File: src/hdl/weighted_running_statistics_defines.svh
// Assertion macros used by the top level to check this block.
`ifndef WEIGHTED_RUNNING_STATISTICS_DEFINES_SVH
`define WEIGHTED_RUNNING_STATISTICS_DEFINES_SVH

// The consequent must hold in the same cycle as the antecedent.
`define WRS_ASSERT_NOW(lbl, pre, post, msg) \
	lbl: assert property (@(posedge clk) disable iff (!arst_n) (pre) |-> (post)) else $error(msg);

// The consequent must hold in the cycle after the antecedent.
`define WRS_ASSERT_NEXT(lbl, pre, post, msg) \
	lbl: assert property (@(posedge clk) disable iff (!arst_n) (pre) |=> (post)) else $error(msg);

`endif

File: src/hdl/wrs_pkg.sv
// Shared types, constants and codes of the weighted running statistics block.
`timescale 1ns / 1ps
package wrs_pkg;

	localparam int SAMPLE_BITS_DEF = 16;
	localparam int COUNT_BITS_DEF = 16;
	localparam int WEIGHT_FRAC_BITS_DEF = 8;
	localparam int QUEUE_DEPTH_DEF = 2;

	// Operand register of the shared divide and root unit, left aligned.
	localparam int OPND_BITS = 80;
	localparam int STEP_BITS = 7;
	// Mean: 48-bit magnitude with nine extra quotient bits.
	localparam logic [STEP_BITS-1:0] MEAN_STEPS = STEP_BITS'(57);
	// Mean square: 64-bit sum of squares with nine extra quotient bits.
	localparam logic [STEP_BITS-1:0] MS_STEPS = STEP_BITS'(73);
	// A 64-bit root takes two radicand bits per step.
	localparam logic [STEP_BITS-1:0] ROOT_STEPS = STEP_BITS'(32);

	localparam logic signed [24:0] RMS_EMPTY = -25'sd256;

	typedef enum logic [1:0] {
		ST_OK = 2'd0,
		ST_EMPTY = 2'd1,
		ST_ZERO_WEIGHT = 2'd2,
		ST_REJECTED = 2'd3
	} wrs_status_t;

	typedef enum logic {
		OP_DIV = 1'b0,
		OP_ROOT = 1'b1
	} wrs_op_t;

	typedef enum logic [3:0] {
		S_IDLE,
		S_MEAN,
		S_MS,
		S_SQUARE,
		S_VAR,
		S_SD,
		S_SE_DIV,
		S_SE_ROOT,
		S_RMS,
		S_EMIT
	} wrs_state_t;

	// Accumulator state after one item, as handed from front to back.
	typedef struct packed {
		logic        empty;
		logic        rejected;
		logic [15:0] count;
		logic [15:0] min_value;
		logic [15:0] max_value;
		logic [47:0] sum;
		logic [63:0] sum_sq;
		logic [31:0] weight;
	} wrs_snap_t;

	typedef struct packed {
		logic                  start;
		wrs_op_t               op;
		logic [OPND_BITS-1:0]  operand;
		logic [STEP_BITS-1:0]  steps;
		logic [31:0]           divisor;
	} wrs_unit_req_t;

	typedef struct packed {
		logic        done;
		logic [63:0] result;
	} wrs_unit_rsp_t;

endpackage

File: src/hdl/wrs_queue.sv
// Short snapshot queue between front end and back end.
`timescale 1ns / 1ps
module wrs_queue #(
	parameter int DEPTH = wrs_pkg::QUEUE_DEPTH_DEF
) (
	input  logic               clk,
	input  logic               arst_n,
	input  logic               push,
	input  wrs_pkg::wrs_snap_t push_data,
	output logic               full,
	input  logic               pop,
	output wrs_pkg::wrs_snap_t pop_data,
	output logic               nonempty
);
	localparam int PTR_W = (DEPTH > 1) ? $clog2(DEPTH) : 1;
	localparam int CNT_W = $clog2(DEPTH + 1);
	localparam logic [PTR_W-1:0] LAST = PTR_W'(DEPTH - 1);
	localparam logic [CNT_W-1:0] DEPTH_C = CNT_W'(DEPTH);

	wrs_pkg::wrs_snap_t entry_q [DEPTH];
	logic [PTR_W-1:0]   wr_q, rd_q;
	logic [CNT_W-1:0]   fill_q;

	assign full = (fill_q == DEPTH_C);
	assign nonempty = (fill_q != '0);
	assign pop_data = entry_q[rd_q];

	always_ff @(posedge clk or negedge arst_n) begin
		if (!arst_n) begin
			wr_q <= '0;
			rd_q <= '0;
			fill_q <= '0;
		end else begin
			if (push) begin
				wr_q <= (wr_q == LAST) ? '0 : wr_q + 1'b1;
			end
			if (pop) begin
				rd_q <= (rd_q == LAST) ? '0 : rd_q + 1'b1;
			end
			if (push && !pop) begin
				fill_q <= fill_q + 1'b1;
			end else if (pop && !push) begin
				fill_q <= fill_q - 1'b1;
			end
		end
	end

	always_ff @(posedge clk) begin
		if (push) begin
			entry_q[wr_q] <= push_data;
		end
	end
endmodule

File: config.mk
export PLATFORM = sky130hd
export DESIGN_NAME = wrs_queue
export DESIGN_NICKNAME = d
export VERILOG_FILES = /design/src/hdl/weighted_running_statistics_defines.svh /design/src/hdl/wrs_pkg.sv /design/src/hdl/wrs_queue.sv
export SDC_FILE = /design/constraint.sdc
export NUM_CORES = 1
export LEC_CHECK = 0
export ABC_CLOCK_PERIOD_IN_PS = 8840
export BUFFER_PORTS_ARGS = -buffer_cell sky130_fd_sc_hd__buf_2
export CELL_PAD_IN_SITES_DETAIL_PLACEMENT = 0
export CELL_PAD_IN_SITES_GLOBAL_PLACEMENT = 2
export CORE_MARGIN = 4
export CORE_UTILIZATION = 35
export CTS_CLUSTER_DIAMETER = 150
export DETAILED_ROUTE_END_ITERATION = 8
export PLACE_DENSITY_LB_ADDON = 0.12
export SLEW_MARGIN = 20
export SYNTH_ARGS = -nofsm -noshare
export SYNTH_HDL_FRONTEND = slang
export SYNTH_SLANG_ARGS = --single-unit
File: constraint.sdc
create_clock -name clk -period 8.84 [get_ports clk]
set_input_delay 0.442 -clock clk [delete_from_list [all_inputs] [get_ports clk]]
set_output_delay 0.442 -clock clk [all_outputs]
set_load 0.01 [all_outputs]
Word-level counts from Yosys, hierarchy flattened --
Memory sizes are Yosys's and may differ from the RTL's. Index checks and enable logic that the tools add are counted.
Word-level totals: register bits 4, bits in writable memories 388, input bits 198, output and inout port bits 196, logic and storage cells 21, memories kept 1
Memories:
- entry_q | words 2, width 194, rd ports 1, clocked after memory_dff 0, write ports 1, RTL line wrs_queue.sv:20 | wrs_pkg::wrs_snap_t entry_q [DEPTH];
Operators by class: add/subtract/negate cells 4, eq/ne operators 1, mux-type cells 6, reduce and logical (&&, ||, !) cells 6
Operators by type and width (number):
- $mux 1 | 4
- $mux 2 | 2
- $reduce_bool 2->1 | 2
- $add 1x1->1 const B | 2
- $add 2x1->2 const B | 1
- $eq 2x2->1 const B | 1
- $logic_and 1x1->1 | 2
- $logic_not 1->1 | 2
- $sub 2x1->2 const B | 1

Logic depth before layout (Yosys ltp) --
depth after elaboration 4, gate-level depth with buffers 5, depth with buffers taken out 5

Worst setup path before layout --
No wires, ideal clock.
kind flip-flop to flip-flop, from reg wr_q, to mem entry_q[0][0] (netlist name) (enable), library setup time 0.774 ns, arrival 8.957 ns, data required time 8.066 ns, setup slack -0.892 ns, cell stages (with the launch flop) 2, buffers on the path 0, clock period less this slack 9.732 ns, cells stage by stage dfrtp_1 -> nor2b_1
RTL lines:
- start: declaration | RTL line wrs_queue.sv:21 | logic [PTR_W-1:0] wr_q, rd_q;
- start signal: assignment | RTL line wrs_queue.sv:35 | wr_q <= (wr_q == LAST) ? '0 : wr_q + 1'b1;
- end: declaration | RTL line wrs_queue.sv:20
No word-level cell before the write port.

==> metrics <==
Seq/Total Area, Yosys 79.3%; Highest Clock Rate 245 MHz; Syn. warnings 0; Final #Nets 1243; worst slew pin tran 1100 ps; critical path, cell by cell buf_4 -> buf_4 -> mux2_4 -> buf_2; Crit. End Element output port; total CTS buffers 43; Crit Path Class flop to output port; post-DP HPWL 23200 µm; clock tree root buffer cell clkbuf_16; Netlist cell types 14; clock period minus worst slack 4090 ps; setup repair bufs after CTS 0; Synth Cell Area 14800 µm²; grt ovf 0; max-slew violation count 0; area of the multi-input gates 2840 µm²; Residual DRC 0; num rows 75; Fin. Hold Viols 0; Die Y 214 µm; Slowest-stage cell, CP buf_4; core region area 41900 µm²; max_slew headroom 26.8%; clk slew on worst S/H paths 60 ps; layout cell share with drive strength beyond 1 60.3%; clock latency on the worst-skew pair 550 ps; initial antenna violation count 20; Syn Area/Cell 23.9 µm²; CTS tree built; Fill cells 3718; Vias 7326; CP max stage delay 890 ps; HP Class input pin to flop; skew final 9.86 ps; PwrDens 327 nW/µm²; MaxCap Viol Count 0; I/O Buffers 393; Starting Density 35.4%; Vias/cell 4.51; vias in the first global route 7709; final period utilization 46.2%; Crit path required time 8400 ps; critical path arrival 3640 ps; Yosys reg bits 392; syn nets 819; Register Area 11800 µm²; Total Wirelength 34100 µm; CP max FO 56; delay-heaviest family, CP buffers and inverters; CTS Sinks 392; area delta synth->final 26.0%; largest net degree at the start of global routing 171; gpl congestion 0.730; critical path's most frequent cell buf_4; unrepaired setup endpoints after global routing no; VDD IR max 0.167 mV; Die X 214 µm; gr usage total 14.1%; Fin Hold WS 73.9 ps; CTS Buffer Depth 3; CTS H-Tree Depth 2; Detailed Routing Iterations Pass 1 5; Syn Inst Count 620; first-iteration detailed-routing DRC count 343; num ports 394; status completed; CP Launch Type flop; drt wl/cell 21.0 µm; first-pass GRT wire length 47400 µm; count of final setup violators 0; ANT nets after route 0; Lkg Pwr 7.37 nW; setup_tns 0 ps; die area 45700 µm²; WP buf/inv 3
[registers in the layout, summed over array words and instances, names as in the netlist]
register,cells
fill_q,2
wr_q,1
rd_q,1
entry_q,388
[per-layer routing]
| metal | vias up | track usage (%) | wire [µm] |
|---|---|---|---|
| met3 | 78 | 5.65 | 2910 |
| met5 | - | 0 | 80 |
| met2 | 253 | 23.9 | 17300 |
| li1 | 3348 | - | - |
| met1 | 3633 | 15.6 | 12600 |
| met4 | 14 | 6.78 | 1170 |
[placed cells by master (no fill, tap or decap)]
master	count
dlygate4sd3_1	1
buf_4	5
and2_4	1
buf_16	1
nor2b_1	1
xnor2_1	1
dfrtp_1	3
inv_6	1
inv_1	1
mux2_4	150
buf_12	1
edfxtp_1	388
or2_2	1
dfrtp_4	1
xor2_1	4
nor2b_4	1
clkbuf_16	45
diode_2	12
ha_1	1
clkbuf_1	8
clkinv_1	17
buf_2	393
mux2_2	44
bufinv_16	2
nor2_1	1
clkinv_2	2
[power by group]
part | total, mW | switching, mW | internal [mW]
clock network | 1.66 | 0.682 | 0.978
registers | 2.61 | 0.135 | 2.47
logic | 1.83 | 0.924 | 0.906
total | 6.10 | 1.74 | 4.36
[logic make-up after synthesis]
kind of cell             synth area share, %
flip-flops                              79.3
adder cells (fa/ha/maj)               0.0845
AND/OR/NAND/NOR                        0.194
XOR/XNOR                               0.296
buffers and inverters                   1.53
multiplexers                            18.6
[synthesized netlist by cell type]
| library cell | instances | share of area, % |
|---|---|---|
| and2_1 | 1 | 0.042 |
| buf_2 | 4 | 0.14 |
| buf_6 | 18 | 1.4 |
| dfrtp_1 | 4 | 0.68 |
| edfxtp_1 | 388 | 79 |
| ha_1 | 1 | 0.084 |
| inv_1 | 1 | 0.025 |
| mux2_2 | 44 | 3.3 |
| mux2_4 | 150 | 15 |
| nor2_1 | 1 | 0.025 |
| nor2b_1 | 2 | 0.084 |
| or2_2 | 1 | 0.042 |
| xnor2_1 | 1 | 0.059 |
| xor2_1 | 4 | 0.24 |
[layout make-up]
class                           instances  share of cell area [%]
Inverter                                1                  0.0201
Tap cell                              539                    3.61
Clock inverter                         22                   0.764
Multi-Input combinational cell        205                    15.2
Antenna cell                           12                   0.161
Timing Repair Buffer                  401                    11.0
Sequential cell                       392                    63.0
Clock buffer                           53                    6.19
[what timing repair did]
item,CTS,global route
gates resized for setup,0,0
endpoints found under the hold margin,4,0
hold buffers,1,0
[through the flow]
stage	cells	cell area, µm²	power, mW	setup slack, ps	utilization [%]
finish	1625	18700	6.10	4750	44.6
global route	1622	18700	6.41	4550	44.6
CTS	1612	18600	6.21	4640	44.5
detailed placement	1536	17300	4.52	5250	41.3
global placement	1536	17300	4.52	5290	41.3
floorplan	620	14800	3.93	2910	-
[worst register-to-register path: cells and delay by family (launching register included)]
family / cells / cell delay, ps
buf+inv: 2 / 1130
flops: 1 / 420
simple gates: 1 / 440
[path summary, 6_finish.rpt]
kind,startpoint,to,slack (ps),cells after the start
worst min register to register,fill_q[1],fill_q[1],500,1
worst min-delay path,push_data[148],entry_q[0][148],70,1
worst max register to register,wr_q,entry_q[1][143],6400,3
min in group asynchronous,arst_n,fill_q[0],240,2
max in group asynchronous,arst_n,rd_q,8460,2
worst max-delay path,rd_q,pop_data[93],4750,4
No activity file was read; power rests on OpenSTA's default activity.
