$ cat src/hdl/weighted_running_statistics_defines.svh
// Assertion macros used by the top level to check this block.
`ifndef WEIGHTED_RUNNING_STATISTICS_DEFINES_SVH
`define WEIGHTED_RUNNING_STATISTICS_DEFINES_SVH

// The consequent must hold in the same cycle as the antecedent.
`define WRS_ASSERT_NOW(lbl, pre, post, msg) \
	lbl: assert property (@(posedge clk) disable iff (!arst_n) (pre) |-> (post)) else $error(msg);

// The consequent must hold in the cycle after the antecedent.
`define WRS_ASSERT_NEXT(lbl, pre, post, msg) \
	lbl: assert property (@(posedge clk) disable iff (!arst_n) (pre) |=> (post)) else $error(msg);

`endif

$ cat src/hdl/wrs_pkg.sv
// Shared types, constants and codes of the weighted running statistics block.
`timescale 1ns / 1ps
package wrs_pkg;

	localparam int SAMPLE_BITS_DEF = 16;
	localparam int COUNT_BITS_DEF = 16;
	localparam int WEIGHT_FRAC_BITS_DEF = 8;
	localparam int QUEUE_DEPTH_DEF = 2;

	// Operand register of the shared divide and root unit, left aligned.
	localparam int OPND_BITS = 80;
	localparam int STEP_BITS = 7;
	// Mean: 48-bit magnitude with nine extra quotient bits.
	localparam logic [STEP_BITS-1:0] MEAN_STEPS = STEP_BITS'(57);
	// Mean square: 64-bit sum of squares with nine extra quotient bits.
	localparam logic [STEP_BITS-1:0] MS_STEPS = STEP_BITS'(73);
	// A 64-bit root takes two radicand bits per step.
	localparam logic [STEP_BITS-1:0] ROOT_STEPS = STEP_BITS'(32);

	localparam logic signed [24:0] RMS_EMPTY = -25'sd256;

	typedef enum logic [1:0] {
		ST_OK = 2'd0,
		ST_EMPTY = 2'd1,
		ST_ZERO_WEIGHT = 2'd2,
		ST_REJECTED = 2'd3
	} wrs_status_t;

	typedef enum logic {
		OP_DIV = 1'b0,
		OP_ROOT = 1'b1
	} wrs_op_t;

	typedef enum logic [3:0] {
		S_IDLE,
		S_MEAN,
		S_MS,
		S_SQUARE,
		S_VAR,
		S_SD,
		S_SE_DIV,
		S_SE_ROOT,
		S_RMS,
		S_EMIT
	} wrs_state_t;

	// Accumulator state after one item, as handed from front to back.
	typedef struct packed {
		logic        empty;
		logic        rejected;
		logic [15:0] count;
		logic [15:0] min_value;
		logic [15:0] max_value;
		logic [47:0] sum;
		logic [63:0] sum_sq;
		logic [31:0] weight;
	} wrs_snap_t;

	typedef struct packed {
		logic                  start;
		wrs_op_t               op;
		logic [OPND_BITS-1:0]  operand;
		logic [STEP_BITS-1:0]  steps;
		logic [31:0]           divisor;
	} wrs_unit_req_t;

	typedef struct packed {
		logic        done;
		logic [63:0] result;
	} wrs_unit_rsp_t;

endpackage

$ cat src/hdl/wrs_divsqrt.sv
// Shared serial unit: restoring division one bit a cycle, square root two bits a cycle.
`timescale 1ns / 1ps
module wrs_divsqrt (
	input  logic                  clk,
	input  logic                  arst_n,
	input  wrs_pkg::wrs_unit_req_t req,
	output wrs_pkg::wrs_unit_rsp_t rsp
);
	logic                                busy_q, done_q;
	wrs_pkg::wrs_op_t                    op_q;
	logic [wrs_pkg::OPND_BITS-1:0]       opnd_q;
	logic [35:0]                         rem_q, shifted, trial, rem_n;
	logic [63:0]                         q_q;
	logic [31:0]                         den_q;
	logic [wrs_pkg::STEP_BITS-1:0]       cnt_q;
	logic                                bit_n;

	always_comb begin
		if (op_q == wrs_pkg::OP_ROOT) begin
			shifted = {rem_q[33:0], opnd_q[wrs_pkg::OPND_BITS-1 -: 2]};
			trial = {2'b00, q_q[31:0], 2'b01};
		end else begin
			shifted = {rem_q[34:0], opnd_q[wrs_pkg::OPND_BITS-1]};
			trial = {4'd0, den_q};
		end
		bit_n = (shifted >= trial);
		rem_n = bit_n ? shifted - trial : shifted;
	end

	// A root is rounded up when the remainder exceeds the root.
	always_comb begin
		rsp.done = done_q;
		if (op_q == wrs_pkg::OP_ROOT) begin
			rsp.result = 64'(q_q[31:0]) + 64'(rem_q > 36'(q_q[31:0]));
		end else begin
			rsp.result = q_q;
		end
	end

	always_ff @(posedge clk or negedge arst_n) begin
		if (!arst_n) begin
			busy_q <= 1'b0;
			done_q <= 1'b0;
			cnt_q <= '0;
		end else begin
			done_q <= busy_q && (cnt_q == wrs_pkg::STEP_BITS'(1));
			if (req.start) begin
				busy_q <= 1'b1;
				cnt_q <= req.steps;
			end else if (busy_q) begin
				cnt_q <= cnt_q - 1'b1;
				if (cnt_q == wrs_pkg::STEP_BITS'(1)) begin
					busy_q <= 1'b0;
				end
			end
		end
	end

	always_ff @(posedge clk) begin
		if (req.start) begin
			op_q <= req.op;
			opnd_q <= req.operand;
			den_q <= req.divisor;
			rem_q <= '0;
			q_q <= '0;
		end else if (busy_q) begin
			rem_q <= rem_n;
			q_q <= {q_q[62:0], bit_n};
			opnd_q <= (op_q == wrs_pkg::OP_ROOT) ? {opnd_q[wrs_pkg::OPND_BITS-3:0], 2'b00}
				: {opnd_q[wrs_pkg::OPND_BITS-2:0], 1'b0};
		end
	end
endmodule

$ cat config.mk
export PLATFORM = sky130hd
export DESIGN_NAME = wrs_divsqrt
export DESIGN_NICKNAME = d
export VERILOG_FILES = /design/src/hdl/weighted_running_statistics_defines.svh /design/src/hdl/wrs_pkg.sv /design/src/hdl/wrs_divsqrt.sv
export SDC_FILE = /design/constraint.sdc
export NUM_CORES = 1
export LEC_CHECK = 0
export ABC_AREA = 1
export BUFFER_PORTS_ARGS = -buffer_cell sky130_fd_sc_hd__buf_2
export CAP_MARGIN = 15
export CORE_MARGIN = 10
export CORE_UTILIZATION = 55
export DETAILED_ROUTE_END_ITERATION = 7
export GPL_TIMING_DRIVEN = 0
export PLACE_DENSITY = 0.82
export SKIP_LAST_GASP = 1
export SYNTH_ARGS = -nofsm -noshare
export SYNTH_HDL_FRONTEND = slang
export SYNTH_SLANG_ARGS = --single-unit
$ cat constraint.sdc
create_clock -name clk -period 10.75 [get_ports clk]
set_input_delay 0.5375 -clock clk [delete_from_list [all_inputs] [get_ports clk]]
set_output_delay 0.5375 -clock clk [all_outputs]
set_load 0.01 [all_outputs]
# Yosys cells after proc, flatten, opt, wreduce, memory -nomap -nowiden
# Index checks and enable logic that the tools add are counted.
# word_totals
latchBits,0
ramBits,0
romBits,0
mem_count,0
register_bits,222
out_inout_bits,65
wordCells,28
in_bits,123
# classes
shifts,0
bitwise_logic,0
add_sub_neg,3
n_mul,0
n_div,0
muxes,12
reduce_logical,2
magnitude_cmp,2
eq_ne,1
# op_table
operator,n
80-bit two-way mux,3
36-bit two-way mux,2
64-bit two-way mux,1
36-bit >= comparator,1
36-bit by 32-bit > comparator with 1-bit output,1
36-bit subtractor,1
34-bit two-way mux,1
32-bit by 1-bit adder with 33-bit output,1
7-bit two-way mux,2
7-bit by 1-bit equality test with 1-bit output (second input constant),1
7-bit by 1-bit subtractor with 7-bit output (second input constant),1
1-bit two-way mux,3
2-bit nonzero test,1
1-bit logical AND,1

# Depth between registers and ports, before layout
# depth
depth_word,4
ltp_mapped,24
ltp_nobuf,21

# Worst setup path before layout
# No wires, ideal clock.
# synth_path
kind,input -> register
start,input port req[120] (netlist name)
end,register opnd_q[0] (netlist name) (enable)
setup_slack_ps,6920
setup_time_ps,476
path_buffers,2
t_required_ps,10274
cell_stages,4
t_arrival_ps,3353
path_cell_list,clkbuf_1 -> nor2_1 -> inv_2 -> clkbuf_1
# synth_between
elab_chain_len,1
# synth_rtl
item,line_no,rtl
start: declaration,wrs_divsqrt.sv:6,"input wrs_pkg::wrs_unit_req_t req,"
2-bit nonzero test (no source line),-,
end signal: assignment,wrs_divsqrt.sv:62,opnd_q <= req.operand;
end signal: assignment,wrs_divsqrt.sv:69,"opnd_q <= (op_q == wrs_pkg::OP_ROOT) ? {opnd_q[wrs_pkg::OPND_BITS-3:0], 2'b00}"
end: declaration,wrs_divsqrt.sv:11,logic [wrs_pkg::OPND_BITS-1:0] opnd_q;
# No other way between the ends.
# A chain may end at the register's enable or synchronous reset.

==> PnR_summary.wiki <==
{| class="wikitable"
! Metric !! Value
|-
| Run status || completed
|-
| Critical Path Source Type || flip-flop
|-
| Number of register bits inferred by synthesis || 222
|-
| Pwr dens || 212.9 nW/um2
|-
| Clock root buffer master || clkbuf_16
|-
| Hold Crit Start || req[12]
|-
| CP max FO || 5
|-
| Share of flip-flops with an asynchronous set or reset || 4.054%
|-
| Fin util || 64.91%
|-
| Synthesized instance count || 1992
|-
| Critical path start-end classification || flip-flop to primary output
|-
| Worst Path Required || 10210 ps
|-
| Clock tree from TritonCTS || done
|-
| Syn Std Cell Area || 14160 um2
|-
| Via count of the first global-routing pass || 13970
|-
| Hold Fails Final Rpt || 0
|-
| Share of final-layout standard cells stronger than drive strength 1 || 12.53%
|-
| Area of the core || 25250 um2
|-
| Final setup TNS || 0 ps
|-
| Number of input and output port buffers inserted || 187
|-
| DRC Markers || 0
|-
| Reg-to-reg slack, setup || 6350 ps
|-
| Standard-cell rows || 58
|-
| Setup violation total in the final timing report || 0
|-
| Total wire length || 46.61 mm
|-
| Syn_nets || 2187
|-
| Synth warn || 0
|-
| Average routed wire per standard cell || 18.21 um
|-
| Worst min-delay path endpoint || den_q[12]
|-
| Count of cells resized by post-cts repair || 0
|-
| Portion of the clock cycle consumed by the worst path in the final layout || 46.06%
|-
| Antenna violations before repair || 4
|-
| Number of distinct library cells after synthesis || 44
|-
| Count of pins over their slew limit || 0
|-
| MaxCap Viol Count || 0
|-
| Number of top-level pins || 188
|-
| Least-Margin Pin Slew || 1024 ps
|-
| RD Place Congestion || 0.9959
|-
| Initial detailed-routing violation count || 1486
|-
| DP HPWL || 36.87 mm
|-
| Full die area || 32570 um2
|-
| Data arrival at the endpoint of the critical path || 4410 ps
|-
| Mean area per synthesized cell || 7.110 um2
|-
| Pin count of the biggest net entering global routing || 70
|-
| Largest buffer count on any clock path || 3
|-
| Clock Sinks || 222
|-
| Final min period || 4951 ps
|-
| Peak Freq || 202.0 MHz
|-
| Fraction of the yosys area taken by sequential cells || 39.69%
|-
| Critical R2R Launch || op_q
|-
| Vias post-DR || 14440
|-
| Class of the tightest hold or removal check || primary input to flip-flop
|-
| CTS Buf Count || 25
|-
| Unrepaired setup endpoints after global routing || false
|-
| Worst-Skew Late Latency || 540 ps
|-
| Crit. End Element || primary output
|-
| Number of instances on the worst hold path || 1
|-
| Worst clock skew || 33.76 ps
|-
| Net count reported at finish || 2403
|-
| Dominant register cell in the synthesized netlist || edfxtp_1
|-
| Die height || 180.5 um
|-
| Total iterations of the first detailed-routing run || 8
|-
| Global-route congestion overflow total || 0
|-
| Clk pin slew, worst setup/hold paths || 70 ps
|-
| Post-route antenna net violation count || 0
|-
| Via count normalized by instance count || 5.641
|-
| Global-route wire length before repair || 72.94 mm
|-
| P_leak || 0.007861 uW
|-
| Effective utilization at floorplan || 56.08%
|-
| H-tree depth || 1
|-
| Slew Limit Headroom || 31.09%
|-
| Worst reg2reg path depth || 19
|-
| End of the worst register-to-register path || rem_q[30]
|-
| Combined global-route utilization of all metal layers || 27.14%
|-
| Peak VDD IR || 0.0001846 V
|-
| Fill cell instance count of the final layout || 2250
|-
| Overall power of the completed layout || 3490 uW
|-
| EDFF count, synth || 113
|-
| Area Overhead vs Synth || 15.74%
|-
| Chip Width || 180.5 um
|}
-- cells in the mapped netlist, types with 5 or more instances --
master | number | area, um2
nand2_1 | 554 | 2079
inv_1 | 255 | 957.2
a21oi_1 | 200 | 1001
nor2_1 | 192 | 720.7
edfxtp_1 | 113 | 3393
nand3_1 | 109 | 545.5
dfxtp_1 | 100 | 2002
o21ai_0 | 77 | 385.4
ha_1 | 71 | 888.4
o22ai_1 | 63 | 394.1
clkbuf_1 | 58 | 217.7
xor2_1 | 33 | 289.0
nand4_1 | 25 | 156.4
nor3_1 | 16 | 80.08
xnor2_1 | 15 | 131.4
buf_2 | 12 | 60.06
o21ai_1 | 11 | 55.05
dfrtp_1 | 9 | 225.2
buf_1 | 8 | 30.03
inv_2 | 7 | 26.28
nor4_1 | 7 | 43.79
o21bai_1 | 7 | 52.55
or2_2 | 6 | 37.54
nand2_2 | 5 | 31.28
-- worst max path at each step --
stage | from | end | depth (start not counted)
2_1_floorplan | req[120] | opnd_q[0] | 4
3_3_place_gp | req[120] | opnd_q[30] | 5
3_5_place_dp | op_q | rem_q[30] | 19
4_1_cts | q_q[31] | rsp[23] | 18
5_1_grt | q_q[31] | rsp[23] | 18
6_report | q_q[31] | rsp[23] | 18
-- metal layers --
metal | track usage (%) | vias to the layer above | share of wire, %
li1 | - | 6971 | -
met1 | 35.75 | 6586 | 42
met2 | 42.89 | 775 | 45
met3 | 5.582 | 108 | 10
met4 | 10.30 | 2 | 3.6
met5 | 0 | - | 0.028
-- cell type report --
type	instances	area [um2]	share of cell area (%)
tap	330	412.9	2.519
antenna	3	7.507	0.04580
multi-input combinational	1421	7179	43.80
sequential	222	5620	34.29
buffer	85	375.4	2.290
clock buffer	35	725.7	4.427
clock inverter	11	106.4	0.6488
inverter	264	991.0	6.045
timing repair buffer	189	973.4	5.938
-- worst max-delay path, stage by stage, from the launching register on --
cell and delay, ps:
dfxtp_1 410, inv_1 130, ha_1 310, nand2_1 50, inv_1 60, nand3_1 60
nor2_1 330, and3_1 290, nand3_1 90, nand3_1 100, nand2_1 50, inv_1 70
ha_1 230, nand2_1 80, nor4_1 600, nand4_1 430, nor2_1 220, xor2_1 200
buf_2 170
-- registers in the layout, indices dropped and copies added, names as in the netlist --
| register | flops |
|---|---|
| q_q | 64 |
| den_q | 32 |
| rem_q | 36 |
| op_q | 1 |
| busy_q | 1 |
| done_q | 1 |
| opnd_q | 80 |
| cnt_q | 7 |
-- what timing repair did --
item,CTS,global route
hold buffers,1,0
buffers inserted,0,0
endpoints found under the hold margin,9,0
-- where the power goes --
part / switching (uW) / internal [uW]
clock: 358 / 501
sequential: 96.7 / 1010
combinational: 996 / 524
-- through the flow --
stage	instance area (um2)	instances	setup WS, ps	hold slack [ps]
floorplan	14160	1992	6920	241.9
global placement	15510	2509	4762	403.4
detailed placement	15540	2510	6533	406.6
CTS	16380	2557	5962	157.7
global route	16390	2560	5569	162.2
finish	16390	2560	5799	163.3
-- cell families after synthesis --
| logic type | share of synthesized area [%] |
|---|---|
| muxes | 0.07068 |
| buffers and inverters | 9.621 |
| AOI/OAI and AO/OA | 14.03 |
| adders and majority gates | 6.414 |
| and+or+nand+nor | 27.21 |
| DFF | 39.69 |
| xor gates and xnor gates | 2.969 |
-- placed cells by master (no fill, tap or decap), types with 8 or more instances in the layout --
| cell | count |
|---|---|
| o21ai_0 | 77 |
| nand4_1 | 25 |
| dfxtp_1 | 100 |
| edfxtp_1 | 113 |
| buf_2 | 199 |
| buf_1 | 8 |
| clkbuf_16 | 27 |
| dfrtp_1 | 9 |
| nand2_1 | 554 |
| inv_1 | 255 |
| o22ai_1 | 63 |
| ha_1 | 71 |
| xnor2_1 | 15 |
| nand3_1 | 109 |
| nor3_1 | 16 |
| a21oi_1 | 200 |
| nor2_1 | 192 |
| xor2_1 | 33 |
| o21ai_1 | 11 |
| clkbuf_1 | 63 |
(Power assumes the default switching activity.)
