===== src/hdl/weighted_running_statistics_defines.svh =====
// Assertion macros used by the top level to check this block.
`ifndef WEIGHTED_RUNNING_STATISTICS_DEFINES_SVH
`define WEIGHTED_RUNNING_STATISTICS_DEFINES_SVH

// The consequent must hold in the same cycle as the antecedent.
`define WRS_ASSERT_NOW(lbl, pre, post, msg) \
	lbl: assert property (@(posedge clk) disable iff (!arst_n) (pre) |-> (post)) else $error(msg);

// The consequent must hold in the cycle after the antecedent.
`define WRS_ASSERT_NEXT(lbl, pre, post, msg) \
	lbl: assert property (@(posedge clk) disable iff (!arst_n) (pre) |=> (post)) else $error(msg);

`endif


===== src/hdl/wrs_pkg.sv =====
// Shared types, constants and codes of the weighted running statistics block.
`timescale 1ns / 1ps
package wrs_pkg;

	localparam int SAMPLE_BITS_DEF = 16;
	localparam int COUNT_BITS_DEF = 16;
	localparam int WEIGHT_FRAC_BITS_DEF = 8;
	localparam int QUEUE_DEPTH_DEF = 2;

	// Operand register of the shared divide and root unit, left aligned.
	localparam int OPND_BITS = 80;
	localparam int STEP_BITS = 7;
	// Mean: 48-bit magnitude with nine extra quotient bits.
	localparam logic [STEP_BITS-1:0] MEAN_STEPS = STEP_BITS'(57);
	// Mean square: 64-bit sum of squares with nine extra quotient bits.
	localparam logic [STEP_BITS-1:0] MS_STEPS = STEP_BITS'(73);
	// A 64-bit root takes two radicand bits per step.
	localparam logic [STEP_BITS-1:0] ROOT_STEPS = STEP_BITS'(32);

	localparam logic signed [24:0] RMS_EMPTY = -25'sd256;

	typedef enum logic [1:0] {
		ST_OK = 2'd0,
		ST_EMPTY = 2'd1,
		ST_ZERO_WEIGHT = 2'd2,
		ST_REJECTED = 2'd3
	} wrs_status_t;

	typedef enum logic {
		OP_DIV = 1'b0,
		OP_ROOT = 1'b1
	} wrs_op_t;

	typedef enum logic [3:0] {
		S_IDLE,
		S_MEAN,
		S_MS,
		S_SQUARE,
		S_VAR,
		S_SD,
		S_SE_DIV,
		S_SE_ROOT,
		S_RMS,
		S_EMIT
	} wrs_state_t;

	// Accumulator state after one item, as handed from front to back.
	typedef struct packed {
		logic        empty;
		logic        rejected;
		logic [15:0] count;
		logic [15:0] min_value;
		logic [15:0] max_value;
		logic [47:0] sum;
		logic [63:0] sum_sq;
		logic [31:0] weight;
	} wrs_snap_t;

	typedef struct packed {
		logic                  start;
		wrs_op_t               op;
		logic [OPND_BITS-1:0]  operand;
		logic [STEP_BITS-1:0]  steps;
		logic [31:0]           divisor;
	} wrs_unit_req_t;

	typedef struct packed {
		logic        done;
		logic [63:0] result;
	} wrs_unit_rsp_t;

endpackage


===== src/hdl/wrs_if.sv =====
// Valid/ready channel interfaces for the input items and the result items.
`timescale 1ns / 1ps
interface wrs_in_if;
	logic               valid;
	logic               ready;
	logic               clear_first;
	logic               has_sample;
	logic signed [15:0] sample;
	logic [15:0]        weight;

	modport source(output valid, clear_first, has_sample, sample, weight, input ready);
	modport sink(input valid, clear_first, has_sample, sample, weight, output ready);
endinterface



===== src/hdl/wrs_front.sv =====
// Front end: accepts items, forms the products and updates the accumulators.
`timescale 1ns / 1ps
module wrs_front #(
	parameter int SAMPLE_BITS = wrs_pkg::SAMPLE_BITS_DEF,
	parameter int COUNT_BITS = wrs_pkg::COUNT_BITS_DEF
) (
	input  logic              clk,
	input  logic              arst_n,
	wrs_in_if.sink            samples,
	input  logic              full,
	output logic              push,
	output wrs_pkg::wrs_snap_t push_data
);
	localparam int SQ_BITS = 2 * SAMPLE_BITS;
	localparam int SW_BITS = SAMPLE_BITS + 17;
	localparam logic [COUNT_BITS-1:0] CNT_MAX = '1;

	logic                          valid_s1, valid_s2;
	logic                          clear_s1, clear_s2, has_s1, has_s2;
	logic signed [SAMPLE_BITS-1:0] s_s1, s_s2;
	logic [15:0]                   w_s1, w_s2;
	logic signed [SW_BITS-1:0]     sw_s2;
	logic [SQ_BITS-1:0]            sq_s2;

	logic [COUNT_BITS-1:0]         cnt_q;
	logic [31:0]                   wt_q;
	logic [47:0]                   sum_q;
	logic [63:0]                   sum_sq_q;
	logic signed [SAMPLE_BITS-1:0] min_q, max_q;

	logic signed [SW_BITS-1:0]     sw_c;
	logic signed [SQ_BITS-1:0]     sq_c;
	logic [63:0]                   sqw_c;
	logic [COUNT_BITS-1:0]         cnt_b, cnt_n;
	logic [31:0]                   wt_b, wt_n;
	logic [47:0]                   sum_b, sum_n;
	logic [63:0]                   sum_sq_b, sum_sq_n;
	logic signed [SAMPLE_BITS-1:0] min_n, max_n;
	logic                          reject, take;

	// One item in flight at a time; the queue must have room for its snapshot.
	assign samples.ready = !valid_s1 && !valid_s2 && !full;

	assign sw_c = s_s1 * $signed({1'b0, w_s1});
	assign sq_c = s_s1 * s_s1;
	assign sqw_c = sq_s2 * w_s2;

	always_comb begin
		cnt_b = clear_s2 ? '0 : cnt_q;
		wt_b = clear_s2 ? '0 : wt_q;
		sum_b = clear_s2 ? '0 : sum_q;
		sum_sq_b = clear_s2 ? '0 : sum_sq_q;
		reject = has_s2 && (cnt_b == CNT_MAX);
		take = has_s2 && !reject;
		cnt_n = cnt_b;
		wt_n = wt_b;
		sum_n = sum_b;
		sum_sq_n = sum_sq_b;
		min_n = min_q;
		max_n = max_q;
		if (take) begin
			cnt_n = cnt_b + 1'b1;
			wt_n = wt_b + 32'(w_s2);
			sum_n = sum_b + 48'(sw_s2);
			sum_sq_n = sum_sq_b + sqw_c;
			if (cnt_b == '0 || s_s2 < min_q) begin
				min_n = s_s2;
			end
			if (cnt_b == '0 || s_s2 > max_q) begin
				max_n = s_s2;
			end
		end
	end

	assign push = valid_s2;
	always_comb begin
		push_data.empty = (cnt_n == '0);
		push_data.rejected = reject;
		push_data.count = 16'(cnt_n);
		push_data.min_value = (cnt_n == '0) ? 16'd0 : 16'(min_n);
		push_data.max_value = (cnt_n == '0) ? 16'd0 : 16'(max_n);
		push_data.sum = sum_n;
		push_data.sum_sq = sum_sq_n;
		push_data.weight = wt_n;
	end

	always_ff @(posedge clk or negedge arst_n) begin
		if (!arst_n) begin
			valid_s1 <= 1'b0;
			valid_s2 <= 1'b0;
			cnt_q <= '0;
			wt_q <= '0;
			sum_q <= '0;
			sum_sq_q <= '0;
		end else begin
			valid_s1 <= samples.valid && samples.ready;
			valid_s2 <= valid_s1;
			if (valid_s2) begin
				cnt_q <= cnt_n;
				wt_q <= wt_n;
				sum_q <= sum_n;
				sum_sq_q <= sum_sq_n;
			end
		end
	end

	always_ff @(posedge clk) begin
		if (samples.valid && samples.ready) begin
			clear_s1 <= samples.clear_first;
			has_s1 <= samples.has_sample;
			s_s1 <= SAMPLE_BITS'(samples.sample);
			w_s1 <= samples.weight;
		end
		if (valid_s1) begin
			clear_s2 <= clear_s1;
			has_s2 <= has_s1;
			s_s2 <= s_s1;
			w_s2 <= w_s1;
			sw_s2 <= sw_c;
			sq_s2 <= sq_c;
		end
		if (valid_s2) begin
			min_q <= min_n;
			max_q <= max_n;
		end
	end
endmodule


===== src/flat_wrapper.sv =====
// flat-port wrapper written by rule: the top's interface ports become plain ports
module wrs_front_flat 
#(
	parameter int SAMPLE_BITS = wrs_pkg::SAMPLE_BITS_DEF,
	parameter int COUNT_BITS = wrs_pkg::COUNT_BITS_DEF
)
  (clk, arst_n, full, push, push_data, samples_valid, samples_clear_first, samples_has_sample, samples_sample, samples_weight, samples_ready);
  wrs_in_if samples_i ();
  input  logic clk;
  input  logic arst_n;
  input  logic full;
  output logic push;
  output wrs_pkg::wrs_snap_t push_data;
  input wire logic [$bits(samples_i.valid)-1:0] samples_valid;
  input wire logic [$bits(samples_i.clear_first)-1:0] samples_clear_first;
  input wire logic [$bits(samples_i.has_sample)-1:0] samples_has_sample;
  input wire logic [$bits(samples_i.sample)-1:0] samples_sample;
  input wire logic [$bits(samples_i.weight)-1:0] samples_weight;
  output wire logic [$bits(samples_i.ready)-1:0] samples_ready;
  assign samples_i.valid = samples_valid;
  assign samples_i.clear_first = samples_clear_first;
  assign samples_i.has_sample = samples_has_sample;
  assign samples_i.sample = samples_sample;
  assign samples_i.weight = samples_weight;
  assign samples_ready = samples_i.ready;
  wrs_front #(.SAMPLE_BITS(SAMPLE_BITS), .COUNT_BITS(COUNT_BITS)) u_core (.clk(clk), .arst_n(arst_n), .samples(samples_i), .full(full), .push(push), .push_data(push_data));
endmodule

===== config.mk =====
export PLATFORM = sky130hd
export DESIGN_NAME = wrs_front_flat
export DESIGN_NICKNAME = d
export VERILOG_FILES = /design/src/hdl/weighted_running_statistics_defines.svh /design/src/hdl/wrs_pkg.sv /design/src/hdl/wrs_if.sv /design/src/hdl/wrs_front.sv /design/src/flat_wrapper.sv
export SDC_FILE = /design/constraint.sdc
export NUM_CORES = 2
export LEC_CHECK = 0
export BUFFER_PORTS_ARGS = -buffer_cell sky130_fd_sc_hd__buf_2
export CORE_ASPECT_RATIO = 0.9
export CORE_MARGIN = 4
export CORE_UTILIZATION = 56
export DETAILED_ROUTE_END_ITERATION = 16
export PLACE_DENSITY = 0.78
export RECOVER_POWER = 25
export SYNTH_ARGS = -nofsm -noshare
export SYNTH_HDL_FRONTEND = slang
export SYNTH_SLANG_ARGS = --single-unit

===== constraint.sdc =====
create_clock -name clk -period 19.88 [get_ports clk]
set_clock_uncertainty 0.15 [all_clocks]
set_input_delay 0.994 -clock clk [delete_from_list [all_inputs] [get_ports clk]]
set_output_delay 0.994 -clock clk [all_outputs]
set_load 0.03 [all_outputs]

* Yosys cells after proc, flatten, opt, wreduce, memory -nomap -nowiden
Cells that the tools add are included.
** Word-level totals
- Memories :: 0
- Bits in writable memories :: 0
- Register bits after elaboration :: 327
- Bits in read-only memories :: 0
- Output and inout port bits :: 196
- Input port bits :: 38
- Latch bits :: 0
- Word-level logic and storage cells :: 55
** Cells by class
- $lt $le $gt $ge :: 2
- Bitwise operators :: 0
- Div/mod/pow operators :: 0
- Multiply operators :: 3
- $add $sub $neg :: 4
- Reduce and logical (&&, ||, !) cells :: 13
- Shift-type cells :: 0
- Equal/unequal tests :: 1
- Muxes and demuxes :: 14
** Operators by type and width (number)
- 16-bit two-way mux :: 8
- 64-bit two-way mux :: 2
- 48-bit two-way mux :: 2
- 64-bit by 48-bit adder with 64-bit output :: 1
- 32-bit two-way mux :: 2
- 48-bit adder :: 1
- 32-bit by 16-bit multiplier with 48-bit output :: 1
- 16-bit by 17-bit multiplier with 33-bit output :: 1
- 32-bit by 16-bit adder with 32-bit output :: 1
- 16-bit zero test :: 2
- 16-bit by 16-bit multiplier with 32-bit output :: 1
- 16-bit by 1-bit adder with 16-bit output (second input constant) :: 1
- 16-bit == test (second input constant) :: 1
- 16-bit > comparator :: 1
- 16-bit less-than comparator :: 1
- 1-bit logical AND :: 5
- 1-bit zero test :: 4
- 1-bit logical OR :: 2

* Logic depth before layout (Yosys ltp)
- Word-level depth :: 8
- Mapped depth :: 27

* Worst setup path after synthesis
Ideal clock, no wire load.
- Kind :: register to output
- From :: reg u_core.w_s2[4]
- To :: out push_data[81] (netlist name)
- Required time :: 18736 ps
- Setup slack :: 11869 ps
- Buffers on the path :: 2
- Cell stages (with the launch flop) :: 25
- Arrival :: 6867 ps
- Cell sequence :: edfxtp_1 -> clkbuf_1 -> and2_1 -> fa_1 -> inv_1 -> fa_1 -> fa_1 -> inv_1 -> fa_1 -> fa_1 -> inv_1 -> fa_1 -> inv_1 -> ha_1 -> buf_2 -> and4_1 -> and4_1 -> a32o_1 -> a211oi_1 -> nand3_1 -> a31oi_1 -> o21ai_0 -> a31o_2 -> xnor2_1 -> o21ai_0
** RTL lines
- from (decl) :: line wrs_front.sv:21 : logic [15:0] w_s1, w_s2;
- from (signal assigned) :: line wrs_front.sv:118 : w_s2 <= w_s1;
- to (decl) :: line flat_wrapper.sv:13 : output wrs_pkg::wrs_snap_t push_data;

==> run metrics <==
area leader, netlist fa_1; final hold vios 0; Crit Path Max Fanout 30; Tightest Pin Transition between 3 and 4 ns; critical path, cell by cell buf_4, nand2_1, fa_1, fa_1, fa_1, inv_1, fa_1, fa_1, inv_1, fa_1, inv_1, ha_1, and4_1, and4_1, a32o_1, a211oi_1, nand3_1, a31oi_1, o221ai_1, xnor2_1, o21ai_0, buf_2; Die X approximately 340 um; # rows 107; Die H approximately 300 um; EDFF count, synth ~160; reg2reg setup slack roughly 10 ns; Yosys top cell area share about a third; clk slew on worst S/H paths 0.06 ns; r2r startpoint u_core.s_s1[15]; die area just over 100000 sq um; Core Box Area about 95000 sq um; Detailed Route WL between 100000 and 150000 um; clk buf depth 3; TritonCTS clock tree built; Critical-path top delay cell fa_1; # IOs about 230; first-pass GRT wire length between 200000 and 250000 um; WHS between 0.2 and 0.3 ns; Seq/Total Area, Yosys between 15 and 20%; Setup CP Type flip-flop to output port; CP required 18.74 ns; Fillers slightly below 8000; Vias per Instance approximately 5.7; Area Growth Syn to Fin 6.56%; # H-tree levels 2; remaining routing DRC violations 0; Synth area leaders fa_1 33%, ha_1 10%, edfxtp_1 9.1%, inv_1 8.5%, dfrtp_1 7.5%; Iter 0 DRT Violations ~3500; number of global-route vias before repair 43700; Top FF cell, synth edfxtp_1; RR Endpoint u_core.sq_s2[31]; post_cts resized 0; ys async rst share 49.8%; CTS sink cnt approximately 330; GRT overflow 0; MaxCap Viol Count 17; Final #Nets 7369; synth unique cells 75; Routed Antenna Nets 0; routed via count a little over 40000; min-delay worst type flip-flop to flip-flop; capturing element type of the critical path output port; cells after synthesis 5925; Slew Viols, Final 633; routability cong. ~0.94; RSZ-0062 raised after global routing no; Initial Util about 57%; Tot GR Track Use between 20 and 30%; failing checks max-capacitance violations, max-slew violations; WHS Path Cells 0; # Post-CTS Setup Buffers 0; number of setup violations in the final report 0; drt wl/cell around 20 um; Worst Path Arrival about 8.5 ns; clk root buf clkbuf_16; Final Cycle Share between 40% and 50%; post-DP HPWL ~110000 um; CTS Hold Buffers Added 0; status complete, but fails checks; post-route minimum period between 9 and 10 ns; Synth Register Bits approximately 330; crit-path max cell delay ~0.54 ns; FF-to-FF path depth 21; HP Start u_core.clear_s1; initial antenna violation count 10; cell mode on critical path fa_1; f_max roughly 100 MHz; Syn. warnings 0; worst rel slew slack -109%; Num CTS Buffers 44; Detailed Routing Iterations Pass 1 5; clock latency on the worst-skew pair 0.65 ns; setup_tns 0 ns; worst hold path endpoint u_core.clear_s2; Mapped Area roughly 54000 sq um; Post-Syn Area per Cell between 9 and 10 sq um; layout cells sized above 1 roughly 7.4%; startpoint class of the critical path flip-flop; largest net degree at the start of global routing 80; input/output buffers around 230
[worst max-delay path by stage]
stage / cells past startpoint / startpoint / end
detailed placement: 23 / u_core.sq_s2[18] / push_data[81]
floorplan: 24 / u_core.w_s2[4] / push_data[81]
CTS: 23 / u_core.w_s2[1] / push_data[81]
global route: 21 / u_core.s_s1[15] / u_core.sq_s2[31]
finish: 22 / u_core.w_s2[1] / push_data[73]
global placement: 22 / u_core.w_s2[1] / push_data[77]
[flip-flops by register name, indices dropped and copies added (netlist names), 15 cells and up]
name,flops
u_core.sum_sq_q,64
u_core.sum_q,48
u_core.sw_s2,33
u_core.wt_q,32
u_core.sq_s2,31
u_core.cnt_q,16
u_core.max_q,16
u_core.min_q,16
u_core.s_s1,16
u_core.w_s1,16
u_core.w_s2,16
u_core.s_s2,15
[critical path, delay by kind of cell, from the launching register on]
| kind | cells | cell delay, ns |
|---|---|---|
| buffers and inverters | 5 | 0.90 |
| xor gates and xnor gates | 1 | 0.16 |
| and+or+nand+nor | 4 | 0.97 |
| AOI/OAI and AO/OA | 5 | 1.91 |
| DFF | 1 | 0.38 |
| adders and majority gates | 7 | 3.43 |
[cells in the final DEF (no fill, tap or decap), drive strengths merged, types with 34 or more instances in the layout]
cell type	Yosys	layout
and2	343	343
buf	21	263
clkbuf	238	76
nand2b	43	43
a21o	93	93
ha	429	429
a22o	34	34
dfrtp	162	162
nor2b	132	132
o21ai	163	163
xnor2	149	149
fa	894	894
a31oi	52	52
nor2	203	203
xor2	57	57
inv	1217	1221
nand2	818	818
nor3	43	43
nand3	57	57
nand4	41	41
a21oi	182	182
edfxtp	163	163
mux2	97	97
[layout make-up]
cell class / count / area (sq um) / area share (%)
multi-input cells: 4128 / 39400 / 68.6
clock buffers: 49 / 1120 / 1.95
inverters: 1219 / 4580 / 7.97
flip-flops and latches: 325 / 8950 / 15.6
clock inverters: 31 / 289 / 0.503
diodes: 5 / 12.5 / 0.0218
well taps: 1253 / 1570 / 2.73
repair buffers: 290 / 1510 / 2.63
[synth_stat cells, types with 9 or more instances]
master     instances
fa_1             894
nand4_1           41
dfrtp_1          162
nor2b_1          132
ha_1             429
o211ai_1          18
o21bai_1          27
nor3_1            43
and2_1           343
or3_1             13
o21ai_0          159
buf_2              9
o2bb2ai_1         12
clkbuf_1         238
inv_1           1217
a211oi_1          21
nor4_1            16
xnor2_1          149
a31oi_1           52
edfxtp_1         163
a21o_1            93
mux2i_1           20
nor2_1           202
nand2_1          818
xor2_1            57
a21oi_1          182
o21a_1            22
a22o_1            34
nand2b_1          43
nand3_1           57
mux2_2            97
and3_1            17
[through the flow]
step / worst slack [ns] / std cells / cell area [sq um] / util (%)
5_1_grt: 9.91 / 7295 / 57400 / 60.4
3_5_place_dp: 11.09 / 7215 / 56100 / 59.0
3_3_place_gp: 11.22 / 7215 / 56100 / 59.0
6_report: 10.29 / 7300 / 57400 / 60.4
2_1_floorplan: 11.87 / 5931 / 53900 / -
4_1_cts: 10.39 / 7295 / 57500 / 60.5
[logic make-up (layout without fill, tap and decap cells)]
| group | after synthesis | after routing | share of synthesized area [%] |
|---|---|---|---|
| adders and majority gates | 1323 | 1323 | 43.2 |
| buffers and inverters | 1478 | 1589 | 10.4 |
| muxes | 117 | 117 | 2.40 |
| other | 2 | 13 | 0.0139 |
| and+or+nand+nor | 1757 | 1757 | 15.5 |
| xor gates and xnor gates | 206 | 206 | 3.35 |
| DFF | 325 | 325 | 16.6 |
| AOI/OAI and AO/OA | 717 | 717 | 8.58 |
[routing by layer]
| metal | wire [um] | up-vias | track usage, % |
|---|---|---|---|
| li1 | - | 18600 | - |
| met1 | 59400 | 20700 | 39.8 |
| met2 | 66000 | 1840 | 47.4 |
| met3 | 13500 | 352 | 6.12 |
| met4 | 5190 | 8 | 9.81 |
| met5 | 53 | - | 0 |
Power is left out: the tool's default activity adds up to more than one toggle a clock period on the data nets, which glitch-free logic cannot reach.
